[config.mk]
export PLATFORM = sky130hd
export DESIGN_NAME = wbps_front
export DESIGN_NICKNAME = d
export VERILOG_FILES = /design/src/wbps_pkg.sv /design/src/wbps_front.sv
export SDC_FILE = /design/constraint.sdc
export NUM_CORES = 1
export LEC_CHECK = 0
export CORE_AREA = 4 4 41 43
export DETAILED_ROUTE_END_ITERATION = 10
export DIE_AREA = 0 0 45 47
export DONT_BUFFER_PORTS = 1
export PLACE_DENSITY = 0.38
export RECOVER_POWER = 50
export SLEW_MARGIN = 5
export SYNTH_ARGS = -nofsm -noshare
export SYNTH_HDL_FRONTEND = slang
export SYNTH_SLANG_ARGS = --single-unit
[constraint.sdc]
create_clock -name vclk -period 1.2
set_input_delay 0.12 -clock vclk [all_inputs]
set_output_delay 0.12 -clock vclk [all_outputs]
set_load 0.005 [all_outputs]
[src/wbps_pkg.sv]
`timescale 1ns / 1ps
`default_nettype none
package wbps_pkg;

  typedef enum logic [1:0] {
    OP_LOAD  = 2'd0,
    OP_START = 2'd1,
    OP_SCAN  = 2'd2
  } op_t;

  typedef struct packed {
    op_t        op;
    logic [7:0] value;
    logic       flag;
  } item_t;

  localparam int unsigned CFG_WIDTH    = 8;
  localparam int unsigned RESULT_WIDTH = 32;
  localparam logic [CFG_WIDTH-1:0] LENGTH_RESET = 8'd1;

endpackage
`default_nettype wire

[src/wbps_front.sv]
`timescale 1ns / 1ps
`default_nettype none
module wbps_front
  import wbps_pkg::*;
#(
  parameter int unsigned PATTERN_MAX = 128,
  parameter int unsigned IDX_W       = 7
) (
  input  wire logic [1:0]       action,
  input  wire logic [6:0]       entry_index,
  input  wire logic [7:0]       entry_byte,
  input  wire logic             entry_wild,
  input  wire logic [7:0]       data_byte,
  input  wire logic             last_byte,
  input  wire logic             beat_valid,
  output item_t                 push_item,
  output logic [IDX_W-1:0]      push_idx,
  output logic                  push_valid
);

  localparam int unsigned INDEX_SPAN = 128;

  // Entry indices wrap modulo the pattern depth; the wrap is a constant table.
  function automatic logic [INDEX_SPAN*IDX_W-1:0] build_wrap();
    logic [INDEX_SPAN*IDX_W-1:0] tab;
    tab = '0;
    for (int i = 0; i < INDEX_SPAN; i++) begin
      tab[i*IDX_W +: IDX_W] = IDX_W'(i % PATTERN_MAX);
    end
    return tab;
  endfunction

  localparam logic [INDEX_SPAN*IDX_W-1:0] WRAP_TAB = build_wrap();

  op_t kind;

  assign kind     = op_t'(action);
  assign push_idx = WRAP_TAB[entry_index*IDX_W +: IDX_W];

  always_comb begin
    push_item.op    = kind;
    push_item.value = entry_byte;
    push_item.flag  = entry_wild;
    push_valid      = 1'b0;
    case (kind)
      OP_LOAD: begin
        push_valid = beat_valid;
      end
      OP_START: begin
        push_valid = beat_valid;
      end
      OP_SCAN: begin
        push_item.value = data_byte;
        push_item.flag  = last_byte;
        push_valid      = beat_valid;
      end
      default: begin
        push_valid = 1'b0;
      end
    endcase
  end

endmodule
`default_nettype wire

After elaboration in Yosys (flattened, before gate mapping):

Index checks and enable logic that the tools add are counted.

* register bits: 0
* input bits: 28
* output and inout bits: 19
* word-level logic and storage cells: 8

* multipliers: 1
* equal/unequal tests: 2
* shift operators: 1
* mux-type cells: 2
* reduce and logical (&&, ||, !) cells: 2

Operators with widths (count)
* $shiftx 896x11->7 const A: 1
* $mul 7x3->10 const B: 1
* $mux 9: 1
* $reduce_or 3->1: 1
* $eq 2x1->1 const B: 1
* $eq 2x2->1 const B: 1
* $logic_not 2->1: 1
* $mux 1: 1

Longest topological paths before layout:

Gate-level depths: netlist (run 1).

* word-level depth: 3
* mapped depth: 3
* gate-level depth less buffers: 2

Least setup slack after synthesis (run 1):

Ideal clock, no wire load.

* path kind: input -> output
* start point: input port action[1]
* end point: output port push_item[0] (netlist bit)
* arrival time: 0.690 ns
* required time: 1.080 ns
* path slack: 0.390 ns
* stages on the path: 3
* buffers on the path: 1
* path through: nor2b_4 > buf_6 > mux2_4

RTL lines
* start, declared: line wbps_front.sv:9 `input wire logic [1:0] action,`
* end, declared: line wbps_front.sv:16 `output item_t push_item,`

==> impl_metrics.yaml, run 1 <==
status:
  status: "finished, final reports clean"
synth:
  yosys-top-cells-count: "9 x buf_4, 9 x mux2_4, 1 x a21boi_0, 1 x buf_6, 1 x nor2b_4"
  synth_fp_nets: 49
  synth_top_area_cell: "mux2_4"
  synthTopCellsByArea: "mux2_4 57%, buf_4 29%, nor2b_4 5.9%"
  synthCells: 21
  syn_area_per_cell_um2: 11.2
  netlist_area_um2: 235
  synth_cell_types: 5
  netlist.area_leader.share: 0.574
  synth_seq_area_share: 0
  yosys_warnings: 0
final_layout:
  seqCellArea_um2: 0
  nNetsFinal: 41
  num-clock-buffers: 0
  num_antenna_cells: 0
  n_sequential_cell: 0
  drive_gt1_frac: 0.909
  syn2layout_area_growth_pct: -25.5
timing:
  worst_slew_pin_slew_ps: 354
  rsz0062_at_grt: "no"
  hold_viol_final: 0
  fmax_mhz: 1090
  setup_viol: 0
  fin_crit_sh: 0.766
  setup-tns-final_ps: 0
  fin_ws_ps: 281
  slew_viol_final: 0
  slew_headroom: 0.764
  fin_crit_ps: 919
die:
  core_area_um2: 1300
  dieHeight_um: 47
  fp-row-count: 13
  initial_core_util: 0.181
  die_area_um2: 2120
  num_io_pins: 47
  die_w_um: 45
grt:
  antenna_found_initial: 0
  track_usage: 0.0346
  grt_max_degree: 10
  grt_pass1_vias: 114
  grt_pass1_wl_um: 538
  overflow: 0
critical_path:
  path_delay_family: "multiplexers"
  arrival_ps: 800
  cp-start-kind: "primary input"
  required_ps: 1080
  crit_slowest_cell: "mux2_4"
  crit_buf_inv: 0
  path_class: "in2out"
  path_max_fanout: 9
  max_stage_delay_ps: 350
  cp_cell_sequence: "nor2b_4 > mux2_4"
  critPathCaptureType: "output port"
drt:
  drtIter0Drc: 2
  routed_via_density: 4.54
  route.antenna.remaining_nets: 0
  first_pass_iters: 2
  met3_length_um: 154
  top_layer: "met4"
  routed_wl_um: 500
  wl_met1_um: 141
  wl_per_cell_um: 19.2
  route.met2.wl_um: 200
  post-route-drc-count: 0
  num_vias: 118
run:
  maxCapViolations: 0
placed_design:
  io_buffers: 0
  pre_cts_ws_ps: 259
  gp_congestion: 0.503
clocking:
  cts_resized: 0
  hold_buffers: 0
  post-cts-setup-buffers: 0
power:
  ir_drop_mv: 0.0649
  p_per_area_nw_per_um2: 343
  cellLeakagePower_nw: 0.0771
worst_hold_path:
  min-delay-path-class: "in2out"
[cell type report]
| class | count | area [um2] |
|---|---|---|
| fill | 148 | 1130 |
| tap | 15 | 18.8 |
| multi-input combinational | 11 | 156 |
[metal layers]
layer  track usage  up-vias
li1              -       43
met1        0.0382       45
met2        0.0678       28
met3       0.00766        2
met4       0.00585        0
met5             0        -
[power by group]
part / internal, mW / switching (mW)
clock: 0 / 0
combinational: 0.0395 / 0.0205
sequential: 0 / 0
[stage by stage]
step / power (mW) / util / hold WS, ps / area, um2 / cells
floorplan: 0.0838 / - / 316 / 235 / 21
global placement: 0.0621 / 0.135 / 240 / 175 / 26
detailed placement: 0.0617 / 0.135 / 240 / 175 / 26
CTS: 0.0618 / 0.135 / 240 / 175 / 26
global route: 0.0643 / 0.135 / 240 / 175 / 26
finish: 0.0600 / 0.135 / 240 / 175 / 26
[path summary, 6_finish.rpt]
path            from            to  slack [ps]  cells after the start
max        action[1]  push_item[7]         280                      2
min   entry_index[0]   push_idx[0]         240                      0
[kinds of logic (layout without fill, tap and decap cells)]
family / after synthesis / after routing / synth area share
buf+inv: 10 / 0 / 0.335
mux: 9 / 9 / 0.574
compound gates: 1 / 1 / 0.0319
simple gates: 1 / 1 / 0.0585
[cell usage in the layout, fill, tap and decap left out]
cell,instances
mux2_4,9
nor2b_4,1
a21boi_0,1
Power figures use the tool's default switching activity.
==> inputs of run 2 (changes only) <==
PLACE_DENSITY = 0.39   (was 0.38)
clock period = 0.8 ns   (was 1.2 ns; I/O delays follow)
==> impl_metrics.yaml, run 2 (same netlist as run 1, synthesis figures left out) <==
die:
  die_area_um2: 2120
  dieHeight_um: 47
  num_io_pins: 47
  fp-row-count: 13
  die_w_um: 45
  initial_core_util: 0.181
  core_area_um2: 1300
final_layout:
  n_sequential_cell: 0
  mostFrequentLayoutCells: "9 x mux2_4, 1 x nor2b_4, 1 x a21boi_0, 1 x buf_4, 1 x buf_12"
  num_antenna_cells: 0
  seqCellArea_um2: 0
  postLayoutCellArea_um2: 203
  num-clock-buffers: 0
  nNetsFinal: 43
  drive_gt1_frac: 0.923
  fillers: 153
  syn2layout_area_growth_pct: -13.8
  final_util: 0.156
  layout_commonest_cell: "mux2_4"
critical_path:
  arrival_ps: 670
  path_class: "in2out"
  required_ps: 720
  cp-start-kind: "primary input"
  path_max_fanout: 3
  critPathCaptureType: "output port"
grt:
  grt_pass1_wl_um: 634
  grt_max_degree: 8
  track_usage: 0.0417
  antenna_found_initial: 0
  overflow: 0
  grt_pass1_vias: 128
clocking:
  cts_resized: 0
  hold_buffers: 0
  post-cts-setup-buffers: 0
drt:
  drtIter0Drc: 1
  routed_wl_um: 533
  post-route-drc-count: 0
  routed_via_density: 4.57
  num_vias: 128
  first_pass_iters: 2
  wl_per_cell_um: 19.0
  route.antenna.remaining_nets: 0
timing:
  rsz0062_at_grt: "no"
  holdWs_ps: 160
  fin_crit_ps: 753
  fin_crit_sh: 0.941
  setup_viol: 0
  hold_viol_final: 0
  worst_slew_pin_slew_ps: 227
  fmax_mhz: 1330
  setup-tns-final_ps: 0
  slew_headroom: 0.848
  slew_viol_final: 0
power:
  ir_drop_mv: 0.105
  power_uw: 105
  p_per_area_nw_per_um2: 520
  cellLeakagePower_nw: 0.0910
worst_hold_path:
  min-delay-path-class: "in2out"
status:
  status: "finished, final reports clean"
run:
  maxCapViolations: 0
placed_design:
  place_area_um2: 203
  io_buffers: 0
  gp_congestion: 0.515
## run 2: cell types whose count changed in the layout (fill, tap and decap cells not counted)
cell,delta
buf_4,+1
buf_12,+1
## run 2: cell type report
type,count,area (um2),share of cell area
timing repair buffer,2,27.5,0.136
multi-input combinational,11,156,0.772
tap,15,18.8,0.0926
## run 2: critical path, cell delays in order
cell and delay (ps):
nor2b_4 150, buf_4 140, mux2_4 310
## run 2: worst paths after layout
kind	start	end	slack [ps]	cells after the start
worst min-delay path	entry_index[0]	push_idx[0]	160	0
worst max-delay path	action[1]	push_item[7]	50	3
## run 2: through the flow
| step | std cells | setup slack, ps |
|---|---|---|
| finish | 28 | 47.0 |
| global route | 28 | 18.2 |
| CTS | 28 | 35.7 |
| detailed placement | 28 | 38.2 |
| global placement | 28 | 51.1 |
| floorplan | 21 | 69.8 |
## run 2: power by group
part | switching [mW] | internal (mW) | total (mW)
logic | 0.0336 | 0.0718 | 0.105
clock network | 0 | 0 | 0
registers | 0 | 0 | 0
total | 0.0336 | 0.0718 | 0.105
## run 2: layer usage
layer | track usage | vias up | part of all wire
met4 | 0.00585 | 0 | 0
met2 | 0.0650 | 34 | 0.30
met5 | 0 | - | 0
met3 | 0.0268 | 0 | 0.36
li1 | - | 48 | -
met1 | 0.0494 | 46 | 0.34
