===== config.mk =====
export PLATFORM = sky130hd
export DESIGN_NAME = wbps_queue
export DESIGN_NICKNAME = d
export VERILOG_FILES = /design/src/wbps_queue.sv
export SDC_FILE = /design/constraint.sdc
export NUM_CORES = 1
export LEC_CHECK = 0
export BUFFER_PORTS_ARGS = -buffer_cell sky130_fd_sc_hd__buf_2
export CORE_MARGIN = 10
export CORE_UTILIZATION = 44
export DETAILED_ROUTE_END_ITERATION = 12
export MAX_ROUTING_LAYER = met4
export PLACE_DENSITY = 0.71
export SLEW_MARGIN = 20
export SYNTH_ARGS = -nofsm -noshare
export SYNTH_HDL_FRONTEND = slang
export SYNTH_SLANG_ARGS = --single-unit

===== constraint.sdc =====
create_clock -name clk -period 1.56 [get_ports clk]
set_clock_uncertainty 0.1 [all_clocks]
set_input_delay 0.312 -clock clk [delete_from_list [all_inputs] [get_ports clk]]
set_output_delay 0.312 -clock clk [all_outputs]
set_load 0.1 [all_outputs]

===== src/wbps_queue.sv =====
`timescale 1ns / 1ps
`default_nettype none
module wbps_queue #(
  parameter int unsigned WIDTH = 8
) (
  input  wire logic             clk,
  input  wire logic             rst_n,
  input  wire logic             s_valid,
  output logic                  s_ready,
  input  wire logic [WIDTH-1:0] s_data,
  output logic                  m_valid,
  input  wire logic             m_ready,
  output logic [WIDTH-1:0]      m_data
);

  localparam int unsigned DEPTH = 2;
  localparam int unsigned PW    = $clog2(DEPTH);
  localparam int unsigned CW    = $clog2(DEPTH + 1);

  logic [WIDTH-1:0] mem_r [DEPTH];
  logic [PW-1:0]    wr_ptr_r, wr_ptr_nxt;
  logic [PW-1:0]    rd_ptr_r, rd_ptr_nxt;
  logic [CW-1:0]    cnt_r, cnt_nxt;
  logic             do_push, do_pop;

  assign s_ready = (cnt_r != CW'(DEPTH));
  assign m_valid = (cnt_r != '0);
  assign m_data  = mem_r[rd_ptr_r];
  assign do_push = s_valid && s_ready;
  assign do_pop  = m_valid && m_ready;

  always_comb begin
    wr_ptr_nxt = do_push ? wr_ptr_r + 1'b1 : wr_ptr_r;
    rd_ptr_nxt = do_pop ? rd_ptr_r + 1'b1 : rd_ptr_r;
    cnt_nxt    = cnt_r;
    if (do_push && !do_pop) begin
      cnt_nxt = cnt_r + 1'b1;
    end else if (do_pop && !do_push) begin
      cnt_nxt = cnt_r - 1'b1;
    end
  end

  always_ff @(posedge clk) begin
    if (!rst_n) begin
      wr_ptr_r <= '0;
      rd_ptr_r <= '0;
      cnt_r    <= '0;
    end else begin
      wr_ptr_r <= wr_ptr_nxt;
      rd_ptr_r <= rd_ptr_nxt;
      cnt_r    <= cnt_nxt;
    end
  end

  always_ff @(posedge clk) begin
    if (do_push) begin
      mem_r[wr_ptr_r] <= s_data;
    end
  end

endmodule
`default_nettype wire


---- Word level (Yosys, flattened, before mapping) ----
Memory sizes are Yosys's and may differ from the RTL's. A register that Yosys moved wholly into a read port is not among the register bits.
Index checks and enable logic that the tools add are counted.
word-level totals
  register bits after elaboration ......... 4
  memory bits (writable) .................. 16
  bits of input ports ..................... 12
  output and inout bits ................... 10
  logic and storage cells ................. 23
  memories kept ........................... 1
cells by class
  $add $sub $neg .......................... 4
  eq/ne operators ......................... 1
  multiplexer cells ....................... 6
  reductions and logical operators ........ 8
memories
  memory  words  width  read ports  clocked after Yosys merged registers in  wr ports  line  text
  mem_r   2      8      1           1                                        1         20    logic [WIDTH-1:0] mem_r [DEPTH];
operator list
  kind                   number
  $logic_and A1 B1 Y1    4
  $mux W1                4
  $mux W2                2
  $reduce_bool A2 Y1     2
  $add A1 B1 Y1 const B  2
  $add A2 B1 Y2 const B  1
  $logic_not A1 Y1       2
  $ne A2 B2 Y1 const B   1
  $sub A2 B1 Y2 const B  1

---- Depth between registers and ports, before layout ----
Gate-level depths: netlist of the first run.
  depth after elaboration ................. 6
  gate-level depth with buffers ........... 6
  depth with buffers taken out ............ 6

---- Worst setup path after synthesis of the first run ----
Ideal clock, no wire load.
  path type ............................... reg2reg
  start point ............................. reg cnt_r[0]
  end point ............................... reg cnt_r[1]
  arrival ................................. 1.667 ns
  data required time ...................... 1.390 ns
  setup slack ............................. -0.277 ns
  stages on the path, launching flop included .. 6
  path buffers ............................ 0
  cell sequence ........................... dfxtp_1 -> nand2b_4 -> and2_1 -> ha_1 -> or3_1 -> a21oi_1
on the way
  longest elaborated chain between the ends .. 5
  elaborated cells between the ends (all ways) .. 13
  those cells by class .................... 2 x add/sub; 1 x eq/ne; 2 x mux; 8 x reduce/logical
RTL lines
  what                          line  text
  start, declared               23    logic [CW-1:0] cnt_r, cnt_nxt;
  start signal, assigned        51    cnt_r <= cnt_nxt;
  $ne A2 B2 Y1 *                26    assign s_ready = (cnt_r != CW'(DEPTH));
  named net s_ready             9     output logic s_ready,
  $logic_and A1 B1 Y1 *         29    assign do_push = s_valid && s_ready;
  named net do_push             24    logic do_push, do_pop;
  $logic_not A1 Y1              38    end else if (do_pop && !do_push) begin
  $logic_and A1 B1 Y1           38
  $reduce_bool A2 Y1 (no line)  --
The timed path passes the listed nets; every way through them passes the cells marked *. The select of a mux whose other input is x is not followed.
A chain may end at the register's enable or synchronous reset.

==> flow_summary_export.csv, run 1 <==
group,metric,value,unit
pwr,max-vdd-ir-drop,0.001796,V
clock_tree,cts_tree,"yes",
synth,synthesized_instance_count,50,
setup_path,critPathCaptureType,"output port",
sta,worst_slew_margin_rel,0.7867,
clock_tree,numCtsBuffers,3,
pwr,power.density_cell_area,2166,nW/um^2
sta,grt_setup_unrepaired,"true",
floorplan,fp-row-count,15,
pwr,power_share_of_the_clock_group,0.094,
synth,yosysSeqAreaShare,0.7172,
place,preCtsSetupSlack,-0.06299,ns
layout,finalNetCount,95,
sta,max_freq,0.5951,GHz
sta,fin_worst_hold_slack,0.09006,ns
clock_tree,cts.clk_slew.worst_paths,0.11,ns
place,place.gp.congestion,0.6617,
setup_path,worst_r2r_path_depth,5,
setup_path,critical_path.reg2reg.endpoint,"cnt_r[1]",
pwr,comb_power_share,0.617,
layout,post_layout_nonfiller_instances,106,
place,dpl-instance-area,1152,um^2
setup_path,worst_path_buf_inv,2,
detailed_routing,wirelength,1579,um
status,violations_in_the_final_reports,"negative setup slack",
sta,timing.setup.tns,-0.9252,ns
clock_tree,clock_path_buffers,2,
pwr,power.internal,1.499,mW
setup_path,timing.critical_path.max_delay_family,"flip-flops",
layout,combined_area_of_the_multi_input_logic_cells,267.8,um^2
global_route,antenna_found_initial,0,
layout,fin_area,1239,um^2
sta,final_hold_viol_count,0,
synth,synth_edf_count,16,
sta,drv_slew,0,
setup_path,worst_ep_arrival_time,1.27,ns
sta,final_min_period_over_clock_period,1.077,
pwr,power_frac_seq,0.289,
clock_tree,cts_sinks,21,
place,placed_cells,101,
clock_tree,hold_buffers,0,
floorplan,start_util,0.4688,
global_route,globalRouteOverflowTotal,0,
sta,worst_slew_pin_slew,0.3195,ns
setup_path,critical_path.cell_chain,"buf_6 -> mux2_4 -> buf_12",
sta,setup_ws,-0.1205,ns
setup_path,critical_path.max_stage_delay,0.36,ns
setup_path,crit_path_max_fanout,4,
layout,final-seq-area,586.8,um^2
setup_path,worstSetupStartpointType,"flip-flop",
detailed_routing,dr_total_vias,503,
global_route,vias_in_the_first_global_route,552,
detailed_routing,first_iter_violations,10,
pwr,fraction_of_power_spent_switching_nets,0.4413,
min_path,hold_path.class,"in -> reg",
place,hpwl,1189,um
floorplan,die_h,62.90,um
synth,ys_types,17,
layout,layout_common_cells,"16 x sky130_fd_sc_hd__edfxtp_1, 11 x sky130_fd_sc_hd__buf_2, 10 x sky130_fd_sc_hd__buf_12",
detailed_routing,drcViolationCount,0,
global_route,global_route_wire_length_before_repair,2615,um
global_route,groute.usage.overall,0.08982,
status,outcome,"finished, violations left",
synth,synth_area_per_cell,16.19,um^2
setup_path,worst-endpoint-required,1.15,ns
synth,syn-num-nets,63,
sta,final_period_minus_worst_setup_slack,1.681,ns
layout,final_common_cell,"sky130_fd_sc_hd__edfxtp_1",
layout,layout-area-overhead-vs-synth,53.01,%
setup_path,timing.reg2reg.setup_slack,-0.02,ns
floorplan,design.portCount,22,
synth,synth_largest_area_cell,"sky130_fd_sc_hd__edfxtp_1",
synth,yosys_warnings,0,
layout,num_antenna_cells,0,
clock_tree,root_buffer,"sky130_fd_sc_hd__clkbuf_4",
synth,async_s_r_ff_share_synth,0,
detailed_routing,drt-pass1-iter-count,2,
setup_path,endpoint,"m_data[0]",
floorplan,die_width,62.90,um
global_route,grt_max_degree,12,
detailed_routing,viasPerCell,4.745,
sta,finalSetupViolations,9,
pwr,p_sw,1.184,mW
synth,syn_area,809.5,um^2
clock_tree,clk_latency,0.30,ns
synth,yosys_register_bits,21,
layout,fill_cells,136,
setup_path,regToRegStartpoint,"cnt_r[0]",
place,numPortBuffers,21,
floorplan,die_area,3956,um^2
synth,yosysTopAreaCellShare,0.5935,
synth,netlist_top_cells_area,"sky130_fd_sc_hd__edfxtp_1 59%, sky130_fd_sc_hd__dfxtp_1 12%, sky130_fd_sc_hd__mux2_2 11%",
clock_tree,cts-htree-levels,1,
floorplan,core_region_area,1727,um^2
setup_path,cp.depth,3,
setup_path,crit_slowest_cell,"sky130_fd_sc_hd__dfxtp_2",
detailed_routing,wire_per_inst,14.90,um
detailed_routing,count_of_antenna_violating_nets_left_after_detailed_routing,0,
pwr,cellLeakagePower,0.5138,nW
run,maxCapViolations,0,
synth,synthFlopType,"sky130_fd_sc_hd__edfxtp_1",
setup_path,crit_type,"reg -> out",
layout,post_route_cells_drive_above_1_share,0.5926,
## layout make-up
type | count | area share
Clock buffer | 4 | 0.02121
Inverter | 2 | 0.006061
Tap cell | 25 | 0.02525
Multi-Input combinational cell | 26 | 0.2162
Sequential cell | 21 | 0.4737
Timing Repair Buffer | 28 | 0.2576
## how the worst min path moves through the flow
stage	start	end	slack, ns	cells past startpoint
floorplan	s_data[0]	mem_r[0][0]	0.31	0
global placement	rd_ptr_r	rd_ptr_r	0.39	2
detailed placement	rd_ptr_r	flip-flop	0.40	2
CTS	s_data[7]	mem_r[1][7]	0.09	1
global route	s_data[0]	mem_r[1][0]	0.07	1
finish	s_data[7]	mem_r[0][7]	0.09	1
## worst reg2reg max path, stage by stage, from the launching register on
cell and delay, ns:
sky130_fd_sc_hd__dfxtp_4 0.36, sky130_fd_sc_hd__nand2b_4 0.14, sky130_fd_sc_hd__and2_4 0.14, sky130_fd_sc_hd__ha_4 0.24
sky130_fd_sc_hd__or3_1 0.39, sky130_fd_sc_hd__a21oi_2 0.14
## cells by family (layout without fill, tap and decap cells)
group | Yosys count | count (layout) | synth area share
DFF | 21 | 21 | 0.7172
buffers and inverters | 3 | 34 | 0.01545
and+or+nand+nor | 9 | 9 | 0.07112
xor gates and xnor gates | 3 | 3 | 0.03246
adders and majority gates | 1 | 1 | 0.01545
AOI/OAI and AO/OA | 5 | 5 | 0.03710
muxes | 8 | 8 | 0.1113
## stage by stage
step / total power [mW] / utilization
floorplan: 1.755 / -
global placement: 2.293 / 0.6674
detailed placement: 2.325 / 0.6674
CTS: 2.685 / 0.7130
global route: 2.794 / 0.7174
finish: 2.683 / 0.7174
## flip-flops by register name (all words and copies together), names as in the netlist, named ones only
| name | cells |
|---|---|
| wr_ptr_r | 1 |
| rd_ptr_r | 1 |
| cnt_r | 2 |
| mem_r | 16 |
## per-layer routing
layer	vias up	part of all wire	GRT usage
met2	15	0.50	0.1320
li1	245	-	-
met4	0	0.028	0.06704
met1	239	0.43	0.09814
met5	-	0	-
met3	4	0.042	0.03047
## cell usage after synthesis, drive strengths merged (2+ instances only)
| master | number |
|---|---|
| edfxtp | 16 |
| a21oi | 2 |
| nor2 | 3 |
| inv | 2 |
| dfxtp | 5 |
| xor2 | 3 |
| o21ai | 2 |
| mux2 | 8 |
## power by group through the flow
stage | logic (mW) | registers (mW) | clock network [mW]
2_1_floorplan | 0.992 | 0.762 | 0
3_3_place_gp | 1.52 | 0.769 | 0
3_5_place_dp | 1.55 | 0.778 | 0
4_1_cts | 1.65 | 0.776 | 0.259
5_1_grt | 1.72 | 0.787 | 0.288
6_report | 1.66 | 0.776 | 0.252
## what timing repair did
item                       4_1_cts  5_1_grt
setup buffers                    1        0
setup endpoints to repair       10       10
resized for setup               15        2
(Power assumes the default switching activity.)
==> inputs of run 2 (changes only) <==
--- a/config.mk
+++ b/config.mk
@@ -7,10 +7,10 @@
 export LEC_CHECK = 0
 export BUFFER_PORTS_ARGS = -buffer_cell sky130_fd_sc_hd__buf_2
 export CORE_MARGIN = 10
-export CORE_UTILIZATION = 44
+export CORE_UTILIZATION = 52
 export DETAILED_ROUTE_END_ITERATION = 12
 export MAX_ROUTING_LAYER = met4
-export PLACE_DENSITY = 0.71
+export PLACE_DENSITY = 0.79
 export SLEW_MARGIN = 20
 export SYNTH_ARGS = -nofsm -noshare
 export SYNTH_HDL_FRONTEND = slang
==> constraint.sdc (replaced) <==
create_clock -name clk -period 2 [get_ports clk]
set_clock_uncertainty 0.1 [all_clocks]
set_input_delay 0.2 -clock clk [delete_from_list [all_inputs] [get_ports clk]]
set_output_delay 0.2 -clock clk [all_outputs]
set_load 0.1 [all_outputs]
==> run 2 against run 1 <==
Against the previous run: the flow now finishes without violations; sequential cell count did not move; first-iteration DRC count fell by 30%; wire length fell by 9.6%; worst hold slack improved by 0.011 ns; critical path type unchanged; largest cell class unchanged.
==> flow_summary_export.csv, run 2 (same netlist as run 1, synthesis figures left out) <==
group,metric,value,unit
layout,layout-area-overhead-vs-synth,27.97,%
clock_tree,cts_tree,"yes",
setup_path,worst-endpoint-required,1.70,ns
place,place.gp.congestion,0.6796,
detailed_routing,wirelength,1427,um
layout,max_flop_register,"mem_r",
setup_path,critical_path.max_stage_delay,0.56,ns
detailed_routing,wl_met1,606,um
setup_path,worst_r2r_path_depth,5,
layout,flip_flop_count_of_the_largest_register_all_copies_and_words_added,16,
layout,combined_area_of_the_multi_input_logic_cells,216.5,um^2
floorplan,design.portCount,22,
setup_path,worst_ep_arrival_time,1.52,ns
setup_path,worstSetupStartpointType,"flip-flop",
detailed_routing,drcViolationCount,0,
sta,grt_setup_unrepaired,"false",
status,outcome,"finished clean",
run,maxCapViolations,0,
layout,fill_cells,110,
layout,finalNetCount,96,
detailed_routing,wire_per_inst,14.56,um
global_route,antenna_found_initial,0,
floorplan,start_util,0.5437,
clock_tree,root_buffer,"sky130_fd_sc_hd__clkbuf_4",
global_route,groute.usage.overall,0.09071,
sta,finalSetupViolations,0,
clock_tree,clock_path_buffers,2,
clock_tree,cts_resized,0,
layout,post_layout_nonfiller_instances,98,
sta,worst_slew_pin_slew,0.4925,ns
place,placed_cells,86,
floorplan,die_h,59.46,um
global_route,vias_in_the_first_global_route,536,
setup_path,crit_slowest_cell,"sky130_fd_sc_hd__dfxtp_1",
sta,final_period_minus_worst_setup_slack,1.821,ns
min_path,holdPathStages,3,
detailed_routing,dr_total_vias,488,
detailed_routing,met2_length,733,um
floorplan,die_width,59.46,um
detailed_routing,highest-signal-layer,"met4",
clock_tree,cts-htree-levels,1,
clock_tree,numCtsBuffers,3,
sta,timing.setup.tns,0,ns
detailed_routing,viasPerCell,4.980,
place,hpwl,1026,um
sta,final_hold_viol_count,0,
sta,worst_slew_margin_rel,0.6739,
setup_path,critical_path.cell_chain,"mux2_2 -> buf_2",
global_route,global_route_wire_length_before_repair,2352,um
clock_tree,clk_latency,0.29,ns
sta,fin_worst_hold_slack,0.1011,ns
detailed_routing,met3RoutedLength,77,um
setup_path,critPathCaptureType,"output port",
clock_tree,cts_sinks,21,
layout,num_antenna_cells,0,
layout,final_common_cell,"sky130_fd_sc_hd__buf_2",
layout,post_route_cells_drive_above_1_share,0.4268,
place,numPortBuffers,21,
min_path,hold_path.class,"in -> reg",
sta,final_min_period_over_clock_period,0.9105,
setup_path,crit_type,"reg -> out",
sta,max_freq,0.5491,GHz
detailed_routing,drt-pass1-iter-count,4,
floorplan,fp-row-count,14,
layout,final-seq-area,580.6,um^2
floorplan,die_area,3535,um^2
layout,largestRegisters,"mem_r: 16 flops, cnt_r: 2 flops",
layout,layout_common_cells,"21 x sky130_fd_sc_hd__buf_2, 16 x sky130_fd_sc_hd__edfxtp_1, 8 x sky130_fd_sc_hd__mux2_2, 8 x sky130_fd_sc_hd__dlygate4sd3_1, 5 x sky130_fd_sc_hd__dfxtp_1",
global_route,grt_max_degree,12,
detailed_routing,first_iter_violations,7,
detailed_routing,count_of_antenna_violating_nets_left_after_detailed_routing,0,
setup_path,crit_path_max_fanout,8,
floorplan,core_region_area,1489,um^2
global_route,globalRouteOverflowTotal,0,
clock_tree,cts.clk_slew.worst_paths,0.10,ns
sta,drv_slew,0,
-- run 2: cell count changes in the layout (fill, tap and decap cells not counted), sizes merged --
cell	before	now
dlygate4sd3	0	8
buf	28	21
-- run 2: repair_timing --
action	4_1_cts	5_1_grt
endpoints found under the hold margin	16	0
buffers inserted	0	0
hold buffers	8	0
-- run 2: stage by stage --
stage	worst slack, ns	cell area [um^2]	util
final	0.1790	1036	0.6958
after global routing	0.09064	1036	0.6958
after CTS	0.1455	1036	0.6958
after detailed placement	0.3238	929.6	0.6244
after global placement	0.3819	929.6	0.6244
after floorplan	0.1632	809.5	-
-- run 2: area by class of cell --
type / count / area share
sequential: 21 / 0.5604
multi-input combinational: 26 / 0.2089
timing repair buffer: 29 / 0.1787
clock buffer: 4 / 0.02536
tap: 16 / 0.01932
inverter: 2 / 0.007246
-- run 2: critical path: cells and delay by family, from the launching register on --
kind / cells / cell delay, ns
flip-flops: 1 / 0.56
multiplexers: 1 / 0.38
buffers and inverters: 1 / 0.29
-- run 2: layer usage --
| layer | GRT usage | vias up |
|---|---|---|
| li1 | - | 246 |
| met1 | 0.09194 | 226 |
| met2 | 0.1486 | 14 |
| met3 | 0.03219 | 2 |
| met4 | 0.04918 | 0 |
| met5 | - | - |
-- run 2: worst paths after layout --
path | from | to | slack, ns
setup / recovery | flip-flop | m_data[0] | 0.18
hold / removal | rst_n | cnt_r[1] | 0.10
setup reg to reg | cnt_r[0] | cnt_r[1] | 0.31
hold reg to reg | cnt_r[1] | cnt_r[1] | 0.45
Power of run 2 is left out: the tool's default activity adds up to more than one toggle a clock period on the data nets, which glitch-free logic cannot reach.
